`src/design/pdc_pkg.sv`:
```
`timescale 1ns / 1ps
// ----------------------------------------------------------------------------
// pdc_pkg
// Shared types and constants of the pH dosing controller: item kinds,
// register indexes, register reset values and the front-to-back queue shape.
// ----------------------------------------------------------------------------
package pdc_pkg;

  // Item kind, classified by the front
  typedef enum logic {
    OP_TICK   = 1'b0,
    OP_SAMPLE = 1'b1
  } op_t;

  // Configuration register indexes
  typedef logic [2:0] cfg_index_t;
  localparam cfg_index_t CFG_CONTROL_ENABLE = 3'd0;
  localparam cfg_index_t CFG_PH_MIN_MILLI   = 3'd1;
  localparam cfg_index_t CFG_PH_MAX_MILLI   = 3'd2;
  localparam cfg_index_t CFG_CALIB_OFFSET   = 3'd3;
  localparam cfg_index_t CFG_SLOPE_Q16      = 3'd4;
  localparam cfg_index_t CFG_PULSE_MS       = 3'd5;
  localparam cfg_index_t CFG_INTERVAL_MS    = 3'd6;

  // Register widths
  localparam int CFG_DATA_W  = 22;
  localparam int THRESH_W    = 14;
  localparam int OFFSET_W    = 15;
  localparam int SLOPE_W     = 22;
  localparam int PULSE_W     = 16;
  localparam int INTERVAL_W  = 20;
  localparam int PH_W        = 16;

  // Register reset values
  localparam logic [THRESH_W-1:0]   PH_MIN_RESET   = 14'd0;
  localparam logic [THRESH_W-1:0]   PH_MAX_RESET   = 14'd14000;
  localparam logic [OFFSET_W-1:0]   OFFSET_RESET   = 15'd24700;
  localparam logic [SLOPE_W-1:0]    SLOPE_RESET    = 22'd1825783;
  localparam logic [PULSE_W-1:0]    PULSE_RESET    = 16'd5000;
  localparam logic [INTERVAL_W-1:0] INTERVAL_RESET = 20'd125000;

  // Q16 rounding: half of one unit before the shift
  localparam int FRAC_BITS  = 16;
  localparam int ROUND_HALF = 32768;

  // Queue between front and back (power of two depth)
  localparam int QUEUE_DEPTH = 4;
  localparam int QA_W        = $clog2(QUEUE_DEPTH);
  localparam int QC_W        = $clog2(QUEUE_DEPTH + 1);

  // Configuration write request
  typedef struct packed {
    logic                  write;
    cfg_index_t            index;
    logic [CFG_DATA_W-1:0] data;
  } cfg_req_t;

  // Head of the item queue
  typedef struct packed {
    logic valid;
    op_t  op;
  } queue_head_t;

endpackage

```
`src/design/pdc_front.sv`:
```
`timescale 1ns / 1ps
// ----------------------------------------------------------------------------
// pdc_front
// Accepts input requests, classifies each as tick or sample and holds them
// in a short queue until the back takes them.
// ----------------------------------------------------------------------------
module pdc_front import pdc_pkg::*; #(
  parameter int ADC_BITS = 10
) (
  input  logic                clk,
  input  logic                rst,
  input  logic                item_valid,
  output logic                item_stall,
  input  logic                func,
  input  logic [ADC_BITS-1:0] sample_value,
  output queue_head_t         head,
  output logic [ADC_BITS-1:0] head_sample,
  input  logic                pop
);

  logic [ADC_BITS-1:0] q_sample [QUEUE_DEPTH];
  op_t                 q_op     [QUEUE_DEPTH];
  logic [QA_W-1:0]     wr_ptr;
  logic [QA_W-1:0]     rd_ptr;
  logic [QC_W-1:0]     count;
  logic                push;
  op_t                 op_in;

  // Classify the incoming request
  assign op_in = func ? OP_SAMPLE : OP_TICK;

  // Stall while the queue is full
  assign item_stall = (count == QC_W'(QUEUE_DEPTH));
  assign push       = item_valid && !item_stall;

  // Present the oldest request
  assign head.valid  = (count != '0);
  assign head.op     = q_op[rd_ptr];
  assign head_sample = q_sample[rd_ptr];

  // Store requests
  always_ff @(posedge clk) begin
    if (push) begin
      q_op[wr_ptr]     <= op_in;
      q_sample[wr_ptr] <= sample_value;
    end
  end

  // Advance pointers and fill count
  always_ff @(posedge clk) begin
    if (rst) begin
      wr_ptr <= '0;
      rd_ptr <= '0;
      count  <= '0;
    end else begin
      if (push) begin
        wr_ptr <= wr_ptr + QA_W'(1);
      end
      if (pop) begin
        rd_ptr <= rd_ptr + QA_W'(1);
      end
      count <= count + QC_W'(push) - QC_W'(pop);
    end
  end

endmodule

```
`src/design/pdc_back.sv`:
```
`timescale 1ns / 1ps
// ----------------------------------------------------------------------------
// pdc_back
// Carries out queued requests: pulse and interval timing on ticks, sample
// collection, and on the closing sample a sort, trimmed sum, division,
// conversion to milli-pH and the dosing decision. Holds the configuration
// registers and the result register.
// ----------------------------------------------------------------------------
module pdc_back import pdc_pkg::*; #(
  parameter int SAMPLE_COUNT = 10,
  parameter int TRIM_COUNT   = 2,
  parameter int ADC_BITS     = 10
) (
  input  logic                   clk,
  input  logic                   rst,
  input  cfg_req_t               cfg,
  input  queue_head_t            head,
  input  logic [ADC_BITS-1:0]    head_sample,
  output logic                   pop,
  output logic                   result_valid,
  input  logic                   result_stall,
  output logic                   pump_raise,
  output logic                   pump_lower,
  output logic                   sample_request,
  output logic                   ph_valid,
  output logic signed [PH_W-1:0] ph_milli
);

  // Trim limited so at least one sample is kept
  localparam int TRIM_MAX = (SAMPLE_COUNT - 1) / 2;
  localparam int TRIM_EFF = (TRIM_COUNT > TRIM_MAX) ? TRIM_MAX : TRIM_COUNT;
  localparam int KEEP     = SAMPLE_COUNT - 2 * TRIM_EFF;
  localparam int CNT_W    = $clog2(SAMPLE_COUNT);
  localparam int SUM_W    = ADC_BITS + $clog2(SAMPLE_COUNT + 1);
  localparam int STEP_W   = $clog2(SAMPLE_COUNT);
  localparam int PROD_W   = SLOPE_W + ADC_BITS;
  localparam int D_W      = PROD_W - FRAC_BITS;
  localparam int DIFF_W   = D_W + 2;

  // Reciprocal of the kept count, exact floor division for any sum
  localparam int     RECIP_SHIFT = SUM_W + $clog2(KEEP);
  localparam longint RECIP       =
    ((longint'(1) << RECIP_SHIFT) + longint'(KEEP) - longint'(1)) / longint'(KEEP);
  localparam int     RECIP_W     = RECIP_SHIFT + 1;
  localparam int     QPROD_W     = SUM_W + RECIP_W;

  typedef enum logic [7:0] {
    ST_RUN   = 8'b0000_0001,
    ST_SORT  = 8'b0000_0010,
    ST_SUM   = 8'b0000_0100,
    ST_DIV   = 8'b0000_1000,
    ST_MUL   = 8'b0001_0000,
    ST_ROUND = 8'b0010_0000,
    ST_SAT   = 8'b0100_0000,
    ST_EMIT  = 8'b1000_0000
  } state_t;

  // Configuration registers
  logic                  control_enable;
  logic [THRESH_W-1:0]   ph_min_milli;
  logic [THRESH_W-1:0]   ph_max_milli;
  logic [OFFSET_W-1:0]   calib_offset_milli;
  logic [SLOPE_W-1:0]    slope_q16;
  logic [PULSE_W-1:0]    pulse_ms;
  logic [INTERVAL_W-1:0] interval_ms;

  // Control state
  state_t                state, state_next;
  logic [INTERVAL_W-1:0] interval_count, interval_count_next;
  logic [PULSE_W-1:0]    raise_timer, raise_timer_next;
  logic [PULSE_W-1:0]    lower_timer, lower_timer_next;
  logic                  raise_busy, raise_busy_next;
  logic                  lower_busy, lower_busy_next;
  logic                  raise_level, raise_level_next;
  logic                  lower_level, lower_level_next;
  logic                  collecting, collecting_next;
  logic [CNT_W-1:0]      sample_count, sample_count_next;
  logic [STEP_W-1:0]     step, step_next;

  // Datapath registers
  logic [ADC_BITS-1:0]   line        [SAMPLE_COUNT];
  logic [ADC_BITS-1:0]   line_next   [SAMPLE_COUNT];
  logic [ADC_BITS-1:0]   line_sorted [SAMPLE_COUNT];
  logic [SUM_W-1:0]      sum, sum_next;
  logic [SUM_W-1:0]      quot, quot_next;
  logic [PROD_W-1:0]     prod, prod_next;
  logic [D_W-1:0]        dval, dval_next;
  logic signed [PH_W-1:0] ph, ph_next;

  // Result staging
  logic                  out_free;
  logic                  out_load;
  logic                  out_ph_valid;
  logic signed [PH_W-1:0] out_ph;

  // Combinational helpers
  logic [PULSE_W-1:0]    rt_inc;
  logic [PULSE_W-1:0]    lt_inc;
  logic [INTERVAL_W-1:0] ic_inc;
  logic [QPROD_W-1:0]    qprod;
  logic [DIFF_W-1:0]     diff;
  logic [DIFF_W-16:0]    diff_hi;
  logic                  phase;

  assign out_free = !result_valid || !result_stall;
  assign rt_inc   = raise_timer + PULSE_W'(raise_timer != '1);
  assign lt_inc   = lower_timer + PULSE_W'(lower_timer != '1);
  assign ic_inc   = interval_count + INTERVAL_W'(1);
  assign qprod    = QPROD_W'(sum) * QPROD_W'(RECIP);
  assign diff     = DIFF_W'(calib_offset_milli) - DIFF_W'(dval);
  assign diff_hi  = diff[DIFF_W-1:PH_W-1];
  assign phase    = step[0];

  // One odd-even transposition pass over disjoint neighbor pairs
  always_comb begin
    line_sorted = line;
    for (int i = 0; i < SAMPLE_COUNT - 1; i++) begin
      if ((1'(i) == phase) && (line[i] > line[i+1])) begin
        line_sorted[i]   = line[i+1];
        line_sorted[i+1] = line[i];
      end
    end
  end

  // Sequence requests and the measurement
  always_comb begin
    state_next          = state;
    interval_count_next = interval_count;
    raise_timer_next    = raise_timer;
    lower_timer_next    = lower_timer;
    raise_busy_next     = raise_busy;
    lower_busy_next     = lower_busy;
    raise_level_next    = raise_level;
    lower_level_next    = lower_level;
    collecting_next     = collecting;
    sample_count_next   = sample_count;
    step_next           = step;
    line_next           = line;
    sum_next            = sum;
    quot_next           = quot;
    prod_next           = prod;
    dval_next           = dval;
    ph_next             = ph;
    pop                 = 1'b0;
    out_load            = 1'b0;
    out_ph_valid        = 1'b0;
    out_ph              = '0;

    case (state)
      ST_RUN: begin
        if (head.valid && out_free) begin
          pop = 1'b1;
          if (head.op == OP_TICK) begin
            out_load = 1'b1;
            if (raise_busy) begin
              raise_timer_next = rt_inc;
              if (rt_inc >= pulse_ms) begin
                raise_level_next = 1'b0;
                raise_busy_next  = 1'b0;
              end
            end
            if (lower_busy) begin
              lower_timer_next = lt_inc;
              if (lt_inc >= pulse_ms) begin
                lower_level_next = 1'b0;
                lower_busy_next  = 1'b0;
              end
            end
            if (ic_inc >= interval_ms) begin
              interval_count_next = '0;
              if (control_enable && !collecting) begin
                collecting_next   = 1'b1;
                sample_count_next = '0;
              end
            end else begin
              interval_count_next = ic_inc;
            end
          end else if (collecting) begin
            // Shift the sample into the line; order is restored by the sort
            for (int i = 0; i < SAMPLE_COUNT - 1; i++) begin
              line_next[i] = line[i+1];
            end
            line_next[SAMPLE_COUNT-1] = head_sample;
            if (sample_count == CNT_W'(SAMPLE_COUNT - 1)) begin
              collecting_next   = 1'b0;
              sample_count_next = '0;
              step_next         = '0;
              state_next        = ST_SORT;
            end else begin
              sample_count_next = sample_count + CNT_W'(1);
              out_load          = 1'b1;
            end
          end else begin
            out_load = 1'b1;
          end
        end
      end

      ST_SORT: begin
        line_next = line_sorted;
        if (step == STEP_W'(SAMPLE_COUNT - 1)) begin
          step_next  = '0;
          sum_next   = '0;
          state_next = ST_SUM;
        end else begin
          step_next = step + STEP_W'(1);
        end
      end

      ST_SUM: begin
        // Rotate the sorted line past tap zero; add the kept middle
        for (int i = 0; i < SAMPLE_COUNT - 1; i++) begin
          line_next[i] = line[i+1];
        end
        line_next[SAMPLE_COUNT-1] = line[0];
        if ((step >= STEP_W'(TRIM_EFF)) &&
            (step <= STEP_W'(SAMPLE_COUNT - 1 - TRIM_EFF))) begin
          sum_next = sum + SUM_W'(line[0]);
        end
        if (step == STEP_W'(SAMPLE_COUNT - 1)) begin
          step_next  = '0;
          state_next = ST_DIV;
        end else begin
          step_next = step + STEP_W'(1);
        end
      end

      ST_DIV: begin
        // Divide by the kept count through the reciprocal product
        quot_next  = SUM_W'(qprod >> RECIP_SHIFT);
        state_next = ST_MUL;
      end

      ST_MUL: begin
        prod_next  = PROD_W'(slope_q16) * PROD_W'(quot[ADC_BITS-1:0]);
        state_next = ST_ROUND;
      end

      ST_ROUND: begin
        dval_next  = D_W'((prod + PROD_W'(ROUND_HALF)) >> FRAC_BITS);
        state_next = ST_SAT;
      end

      ST_SAT: begin
        // Saturate the signed difference to 16 bits
        if ((&diff_hi) || !(|diff_hi)) begin
          ph_next = diff[PH_W-1:0];
        end else if (diff[DIFF_W-1]) begin
          ph_next = {1'b1, {(PH_W-1){1'b0}}};
        end else begin
          ph_next = {1'b0, {(PH_W-1){1'b1}}};
        end
        state_next = ST_EMIT;
      end

      ST_EMIT: begin
        if (out_free) begin
          out_load     = 1'b1;
          out_ph_valid = 1'b1;
          out_ph       = ph;
          state_next   = ST_RUN;
          if (control_enable) begin
            if ((ph < $signed({2'b00, ph_min_milli})) && !raise_busy) begin
              raise_level_next = 1'b1;
              lower_level_next = 1'b0;
              raise_busy_next  = 1'b1;
              raise_timer_next = '0;
            end else if ((ph > $signed({2'b00, ph_max_milli})) && !lower_busy) begin
              lower_level_next = 1'b1;
              raise_level_next = 1'b0;
              lower_busy_next  = 1'b1;
              lower_timer_next = '0;
            end
          end
        end
      end

      default: begin
        state_next = ST_RUN;
      end
    endcase

    // Disabling control drops pulses and any sample collection in progress
    if (cfg.write && (cfg.index == CFG_CONTROL_ENABLE) && !cfg.data[0]) begin
      raise_level_next  = 1'b0;
      lower_level_next  = 1'b0;
      raise_busy_next   = 1'b0;
      lower_busy_next   = 1'b0;
      raise_timer_next  = '0;
      lower_timer_next  = '0;
      collecting_next   = 1'b0;
      sample_count_next = '0;
    end
  end

  // Write configuration registers
  always_ff @(posedge clk) begin
    if (rst) begin
      control_enable     <= 1'b0;
      ph_min_milli       <= PH_MIN_RESET;
      ph_max_milli       <= PH_MAX_RESET;
      calib_offset_milli <= OFFSET_RESET;
      slope_q16          <= SLOPE_RESET;
      pulse_ms           <= PULSE_RESET;
      interval_ms        <= INTERVAL_RESET;
    end else if (cfg.write) begin
      case (cfg.index)
        CFG_CONTROL_ENABLE: control_enable     <= cfg.data[0];
        CFG_PH_MIN_MILLI:   ph_min_milli       <= cfg.data[THRESH_W-1:0];
        CFG_PH_MAX_MILLI:   ph_max_milli       <= cfg.data[THRESH_W-1:0];
        CFG_CALIB_OFFSET:   calib_offset_milli <= cfg.data[OFFSET_W-1:0];
        CFG_SLOPE_Q16:      slope_q16          <= cfg.data[SLOPE_W-1:0];
        CFG_PULSE_MS:       pulse_ms           <= cfg.data[PULSE_W-1:0];
        CFG_INTERVAL_MS:    interval_ms        <= cfg.data[INTERVAL_W-1:0];
        default: ;
      endcase
    end
  end

  // Advance control state
  always_ff @(posedge clk) begin
    if (rst) begin
      state          <= ST_RUN;
      interval_count <= '0;
      raise_timer    <= '0;
      lower_timer    <= '0;
      raise_busy     <= 1'b0;
      lower_busy     <= 1'b0;
      raise_level    <= 1'b0;
      lower_level    <= 1'b0;
      collecting     <= 1'b0;
      sample_count   <= '0;
      step           <= '0;
      result_valid   <= 1'b0;
    end else begin
      state          <= state_next;
      interval_count <= interval_count_next;
      raise_timer    <= raise_timer_next;
      lower_timer    <= lower_timer_next;
      raise_busy     <= raise_busy_next;
      lower_busy     <= lower_busy_next;
      raise_level    <= raise_level_next;
      lower_level    <= lower_level_next;
      collecting     <= collecting_next;
      sample_count   <= sample_count_next;
      step           <= step_next;
      if (out_load) begin
        result_valid <= 1'b1;
      end else if (!result_stall) begin
        result_valid <= 1'b0;
      end
    end
  end

  // Hold datapath and result payload
  always_ff @(posedge clk) begin
    line <= line_next;
    sum  <= sum_next;
    quot <= quot_next;
    prod <= prod_next;
    dval <= dval_next;
    ph   <= ph_next;
    if (out_load) begin
      pump_raise     <= raise_level_next;
      pump_lower     <= lower_level_next;
      sample_request <= collecting_next;
      ph_valid       <= out_ph_valid;
      ph_milli       <= out_ph;
    end
  end

endmodule

```
`src/design/ph_dosing_controller.sv`:
```
`timescale 1ns / 1ps
// ----------------------------------------------------------------------------
// ph_dosing_controller
// Bang-bang pH dosing controller with trimmed-mean measurement. Ticks time
// the pump pulses and the measurement interval; samples fill the set that
// is sorted, trimmed and averaged into milli-pH.
// ----------------------------------------------------------------------------
//  Channel  | Handshake              | Payload
//  ---------+------------------------+------------------------------------------
//  item     | item_valid / item_stall| func, sample_value
//  result   | result_valid/result_st.| pump_raise, pump_lower, sample_request,
//           |                        | ph_valid, ph_milli
//  config   | cfg_write              | cfg_index, cfg_data
//
//  A tick or a non-closing sample is written into the four-entry queue;
//  once it is at the head, the back pops it into the result register.
//  In the back the closing sample passes through its pop, a sort pass and
//  a sum step per sample, then divide by reciprocal multiply, multiply by
//  slope, round, saturate and decide.
//  Reset is synchronous and clears all control state and the registers to
//  their reset values; the sample line holds no reset.
//  A stalled result holds; the back waits on it and the queue fills behind.
// ----------------------------------------------------------------------------
module ph_dosing_controller import pdc_pkg::*; #(
  parameter int SAMPLE_COUNT = 10,
  parameter int TRIM_COUNT   = 2,
  parameter int ADC_BITS     = 10
) (
  input  logic                   clk,
  input  logic                   rst,
  input  logic                   item_valid,
  output logic                   item_stall,
  input  logic                   func,
  input  logic [ADC_BITS-1:0]    sample_value,
  output logic                   result_valid,
  input  logic                   result_stall,
  output logic                   pump_raise,
  output logic                   pump_lower,
  output logic                   sample_request,
  output logic                   ph_valid,
  output logic signed [PH_W-1:0] ph_milli,
  input  logic                   cfg_write,
  input  cfg_index_t             cfg_index,
  input  logic [CFG_DATA_W-1:0]  cfg_data
);

  queue_head_t         head;
  logic [ADC_BITS-1:0] head_sample;
  logic                pop;
  cfg_req_t            cfg;

  // Bundle the configuration write
  assign cfg.write = cfg_write;
  assign cfg.index = cfg_index;
  assign cfg.data  = cfg_data;

  pdc_front #(
    .ADC_BITS (ADC_BITS)
  ) u_front (
    .clk          (clk),
    .rst          (rst),
    .item_valid   (item_valid),
    .item_stall   (item_stall),
    .func         (func),
    .sample_value (sample_value),
    .head         (head),
    .head_sample  (head_sample),
    .pop          (pop)
  );

  pdc_back #(
    .SAMPLE_COUNT (SAMPLE_COUNT),
    .TRIM_COUNT   (TRIM_COUNT),
    .ADC_BITS     (ADC_BITS)
  ) u_back (
    .clk            (clk),
    .rst            (rst),
    .cfg            (cfg),
    .head           (head),
    .head_sample    (head_sample),
    .pop            (pop),
    .result_valid   (result_valid),
    .result_stall   (result_stall),
    .pump_raise     (pump_raise),
    .pump_lower     (pump_lower),
    .sample_request (sample_request),
    .ph_valid       (ph_valid),
    .ph_milli       (ph_milli)
  );

endmodule

```
`config.mk`:
```
export PLATFORM = sky130hd
export DESIGN_NAME = ph_dosing_controller
export DESIGN_NICKNAME = d
export VERILOG_FILES = /design/src/design/pdc_pkg.sv /design/src/design/pdc_front.sv /design/src/design/pdc_back.sv /design/src/design/ph_dosing_controller.sv
export SDC_FILE = /design/constraint.sdc
export NUM_CORES = 2
export LEC_CHECK = 0
export ABC_AREA = 0
export ABC_CLOCK_PERIOD_IN_PS = 5200
export BUFFER_PORTS_ARGS = -buffer_cell sky130_fd_sc_hd__buf_2
export CAP_MARGIN = 20
export CORE_MARGIN = 2
export CORE_UTILIZATION = 50
export CTS_CLUSTER_SIZE = 40
export DETAILED_ROUTE_END_ITERATION = 12
export GPL_TIMING_DRIVEN = 0
export MAX_ROUTING_LAYER = met4
export PLACE_DENSITY = 0.67
export SETUP_SLACK_MARGIN = 0.02
export SYNTH_ARGS = -nofsm -noshare
export SYNTH_HDL_FRONTEND = slang
export SYNTH_HIERARCHICAL = 1
export SYNTH_SLANG_ARGS = --single-unit
```
`constraint.sdc`:
```
create_clock -name clk -period 5.2 [get_ports clk]
set_input_delay 1.04 -clock clk [delete_from_list [all_inputs] [get_ports clk]]
set_output_delay 1.04 -clock clk [all_outputs]
set_load 0.03 [all_outputs]
```
==> qor.txt <==
FF+latch count, synth -> 422
Synth Net Count -> 4035
setup TNS -> -6.31 ns
via/cell ratio -> 5.47
failing checks -> setup timing
CTS clk-pin slew, worst paths -> 0.07 ns
Total Power -> 10100 µW
Fillers -> 5605
post-DP HPWL -> 61.5 mm
power per cell area -> 274 nW/µm²
Data arrival, critical path -> 6.12 ns
setup slack after layout -> -0.599 ns
CP Capture Type -> register
leak pwr -> 0.0164 µW
max cap viols -> 0
die area -> 66500 µm²
Hold Crit Class -> reg -> reg
CP required -> 5.52 ns
Congestion Overflow GR -> 0
GR Util All Layers -> 25.2%
vias in the first global route -> 24200
post-route ant nets -> 0
TritonCTS Sinks -> 422
hold path cells -> 2
area of the mapped netlist -> 32200 µm²
Buffers on Ports -> 61
DP Worst Slack -> -1.24 ns
DRT iter0 DRCs -> 1595
Max rail drop VDD -> 242 µV
cts bufs inserted -> 49
worst reg2reg path startpoint -> u_back/quot[5]
global-route wire length before repair -> 130 mm
Post-Route M1 WL -> 35.5 mm
die height -> 258 µm
CTS root buf -> clkbuf_16
hold path start -> u_back/ph_min_milli[10]
Crit Path Max Fanout -> 5
Hold Violations, Final -> 0
vias -> 24600
initial core utilization -> 50.3%
highest metal used -> met4
cell count after placement -> 4336
Avg Cell Area, Syn -> 9.43 µm²
Distinct cells, synth -> 82
Worst Skew -> 0.0279 ns
most common cell in the synthesized netlist -> inv_1
Non-Filler Instances -> 4499
share of cells above drive strength 1 -> 11.6%
post-route clock period utilization -> 112%
Yosys top cell area share -> 22.1%
met2 wire len -> 38.9 mm
met3 wire length -> 4.20 mm
CORE AREA -> 64100 µm²
largest net degree at the start of global routing -> 19
die width -> 258 µm
Crit Path Category -> reg -> reg
Worst Setup Start Kind -> register
WL final -> 81.1 mm
drc violations -> 0
initial antenna violation count -> 1
Worst-Margin Slew -> 1.11 ns
run status -> complete, but fails checks
Final Wtd Congestion -> 0.920
Warnings, synthesis -> 6
cell area after layout -> 36800 µm²
Final Setup Violations -> 15
post-synth top area cell -> edfxtp_1
Clock Latency Late Sink -> 0.59 ns
EDFF count, synth -> 237
Post-synth top cells -> inv_1 (485), nand2_1 (449), ha_1 (359)
Mapped Cells -> 3419
CTS tree -> yes
Worst Hold Endpoint -> u_back/ph_min_milli[10]
first-pass iteration count of the detailed router -> 5
reg-to-reg slack, setup -> -0.60 ns
Final Max Slew Viols -> 0
top post-synthesis cells by area -> edfxtp_1 (22%), ha_1 (14%), fa_1 (13%), dfxtp_1 (11%), inv_1 (5.6%)
post-layout minimum cycle time -> 5.80 ns
Fmax -> 172 MHz
CTS max path bufs -> 3
Worst slew margin -> 25.5%
area grow syn2layout -> 14.2%
worst r2r path cells -> 20
drt wl/cell -> 18.0 µm
row count -> 93
RSZ-0062 raised after global routing -> yes
FF-to-FF End -> u_back/prod[30]
sequential area share after synthesis -> 33.6%
I/O pins -> 63
Nets -> 4221
Post-Place Cell Area -> 33800 µm²
Primary FF master, synth -> edfxtp_1
H-tree levels -> 2
Async S/R FF share, synth -> 0%
==> registers in the layout, summed over array words and instances (netlist names), 14 cells and up, named ones only <==
| name | count |
|---|---|
| u_back/calib_offset_milli | 15 |
| u_back/dval | 16 |
| u_back/interval_count | 20 |
| u_back/interval_ms | 20 |
| u_back/line | 100 |
| u_back/lower_timer | 16 |
| u_back/ph | 16 |
| u_back/ph_max_milli | 14 |
| u_back/ph_milli | 16 |
| u_back/ph_min_milli | 14 |
| u_back/prod | 17 |
| u_back/pulse_ms | 16 |
| u_back/raise_timer | 16 |
| u_back/slope_q16 | 22 |
| u_back/sum | 14 |
| u_front/q_sample | 40 |
==> worst max path at each step <==
stage / start / to / slack, ns / cells past startpoint
after floorplan: u_back/quot[1] / u_back/prod[30] / -0.24 / 20
after global placement: u_back/slope_q16[10] / u_back/prod[31] / -1.20 / 20
after detailed placement: u_back/slope_q16[10] / u_back/prod[31] / -1.24 / 20
after CTS: u_back/quot[6] / u_back/prod[30] / -0.57 / 20
after global routing: u_back/quot[5] / u_back/prod[27] / -0.75 / 24
final: u_back/quot[5] / u_back/prod[30] / -0.60 / 20
==> metrics by stage <==
step | util (%) | hold WS [ns]
global route | 57.4 | 0.471
detailed placement | 52.8 | 0.447
floorplan | - | 0.436
finish | 57.4 | 0.455
global placement | 52.7 | 0.443
CTS | 56.7 | 0.454
==> kinds of logic (layout without fill, tap and decap cells) <==
kind of cell | Yosys count | count (layout) | share of synthesized area [%]
DFF | 422 | 422 | 33.6
AOI/OAI and AO/OA | 599 | 599 | 11.6
muxes | 19 | 19 | 1.03
buffers and inverters | 603 | 827 | 7.10
and+or+nand+nor | 1091 | 1091 | 16.3
other | 0 | 1 | 0
xor gates and xnor gates | 110 | 110 | 2.99
adders and majority gates | 575 | 575 | 27.4
==> where the power goes <==
group	total, µW	internal (µW)	switching, µW
sequential	3810	3740	64.1
combinational	2840	1200	1650
clock	3410	1980	1430
total	10100	6920	3140
==> worst max-delay path, stage by stage (launching register included) <==
cell      delay [ns]
edfxtp_1        0.55
buf_8           0.17
nand2_4         0.05
fa_1            0.49
fa_1            0.56
inv_2           0.05
fa_2            0.46
fa_1            0.50
inv_2           0.04
fa_1            0.51
inv_2           0.05
ha_4            0.21
a211o_1         0.33
o221a_1         0.31
o311ai_4        0.11
a31oi_4         0.16
a221o_1         0.39
o21a_1          0.21
o21a_1          0.19
nor2_2          0.12
xnor2_2         0.08
==> timing repair <==
item	in CTS	in global routing
pin swaps	88	41
gates cloned	1	2
resized for setup	115	66
setup buffers	49	24
setup endpoints to repair	24	22
hold buffers	0	0
==> routing by layer <==
metal,up-vias,GRT usage [%]
met3,157,2.99
met2,621,41.8
met4,0,7.59
met1,11900,32.6
li1,11900,-
met5,-,-
==> final cells by class <==
type / instances / area (µm²) / area share [%]
Clock buffer: 65 / 1430 / 3.88
Timing Repair Buffer: 139 / 986 / 2.68
Multi-Input combinational cell: 2394 / 19800 / 53.8
Buffer: 114 / 679 / 1.85
Sequential cell: 422 / 10800 / 29.4
Tap cell: 855 / 1070 / 2.91
Inverter: 485 / 1820 / 4.95
Clock inverter: 24 / 175 / 0.476
Antenna cell: 1 / 2.50 / 0.00680
==> placed cells by master (no fill, tap or decap), types with 10 or more instances in the layout <==
cell type and count:
inv_2 15, inv_1 470, a21o_1 64, a211oi_1 10
nor2_1 170, a21oi_1 178, xnor2_1 70, and2_4 11
and2_1 122, fa_2 10, o21a_1 29, a22oi_1 14
clkbuf_16 54, a211o_1 41, edfxtp_1 237, clkbuf_8 20
nand2_1 441, nand2b_1 21, nand3b_1 25, dfxtp_1 182
nor3_1 25, o21ai_1 20, ha_4 24, o211ai_1 10
mux4_2 10, clkbuf_4 10, nand3_1 95, buf_2 67
o21ai_0 135, clkinv_2 16, buf_4 59, fa_1 206
buf_6 18, a31oi_1 17, and3_1 25, nand4_1 33
xor2_1 36, clkbuf_1 74, nor2b_1 49, ha_1 332
No activity file was read; power rests on OpenSTA's default activity.
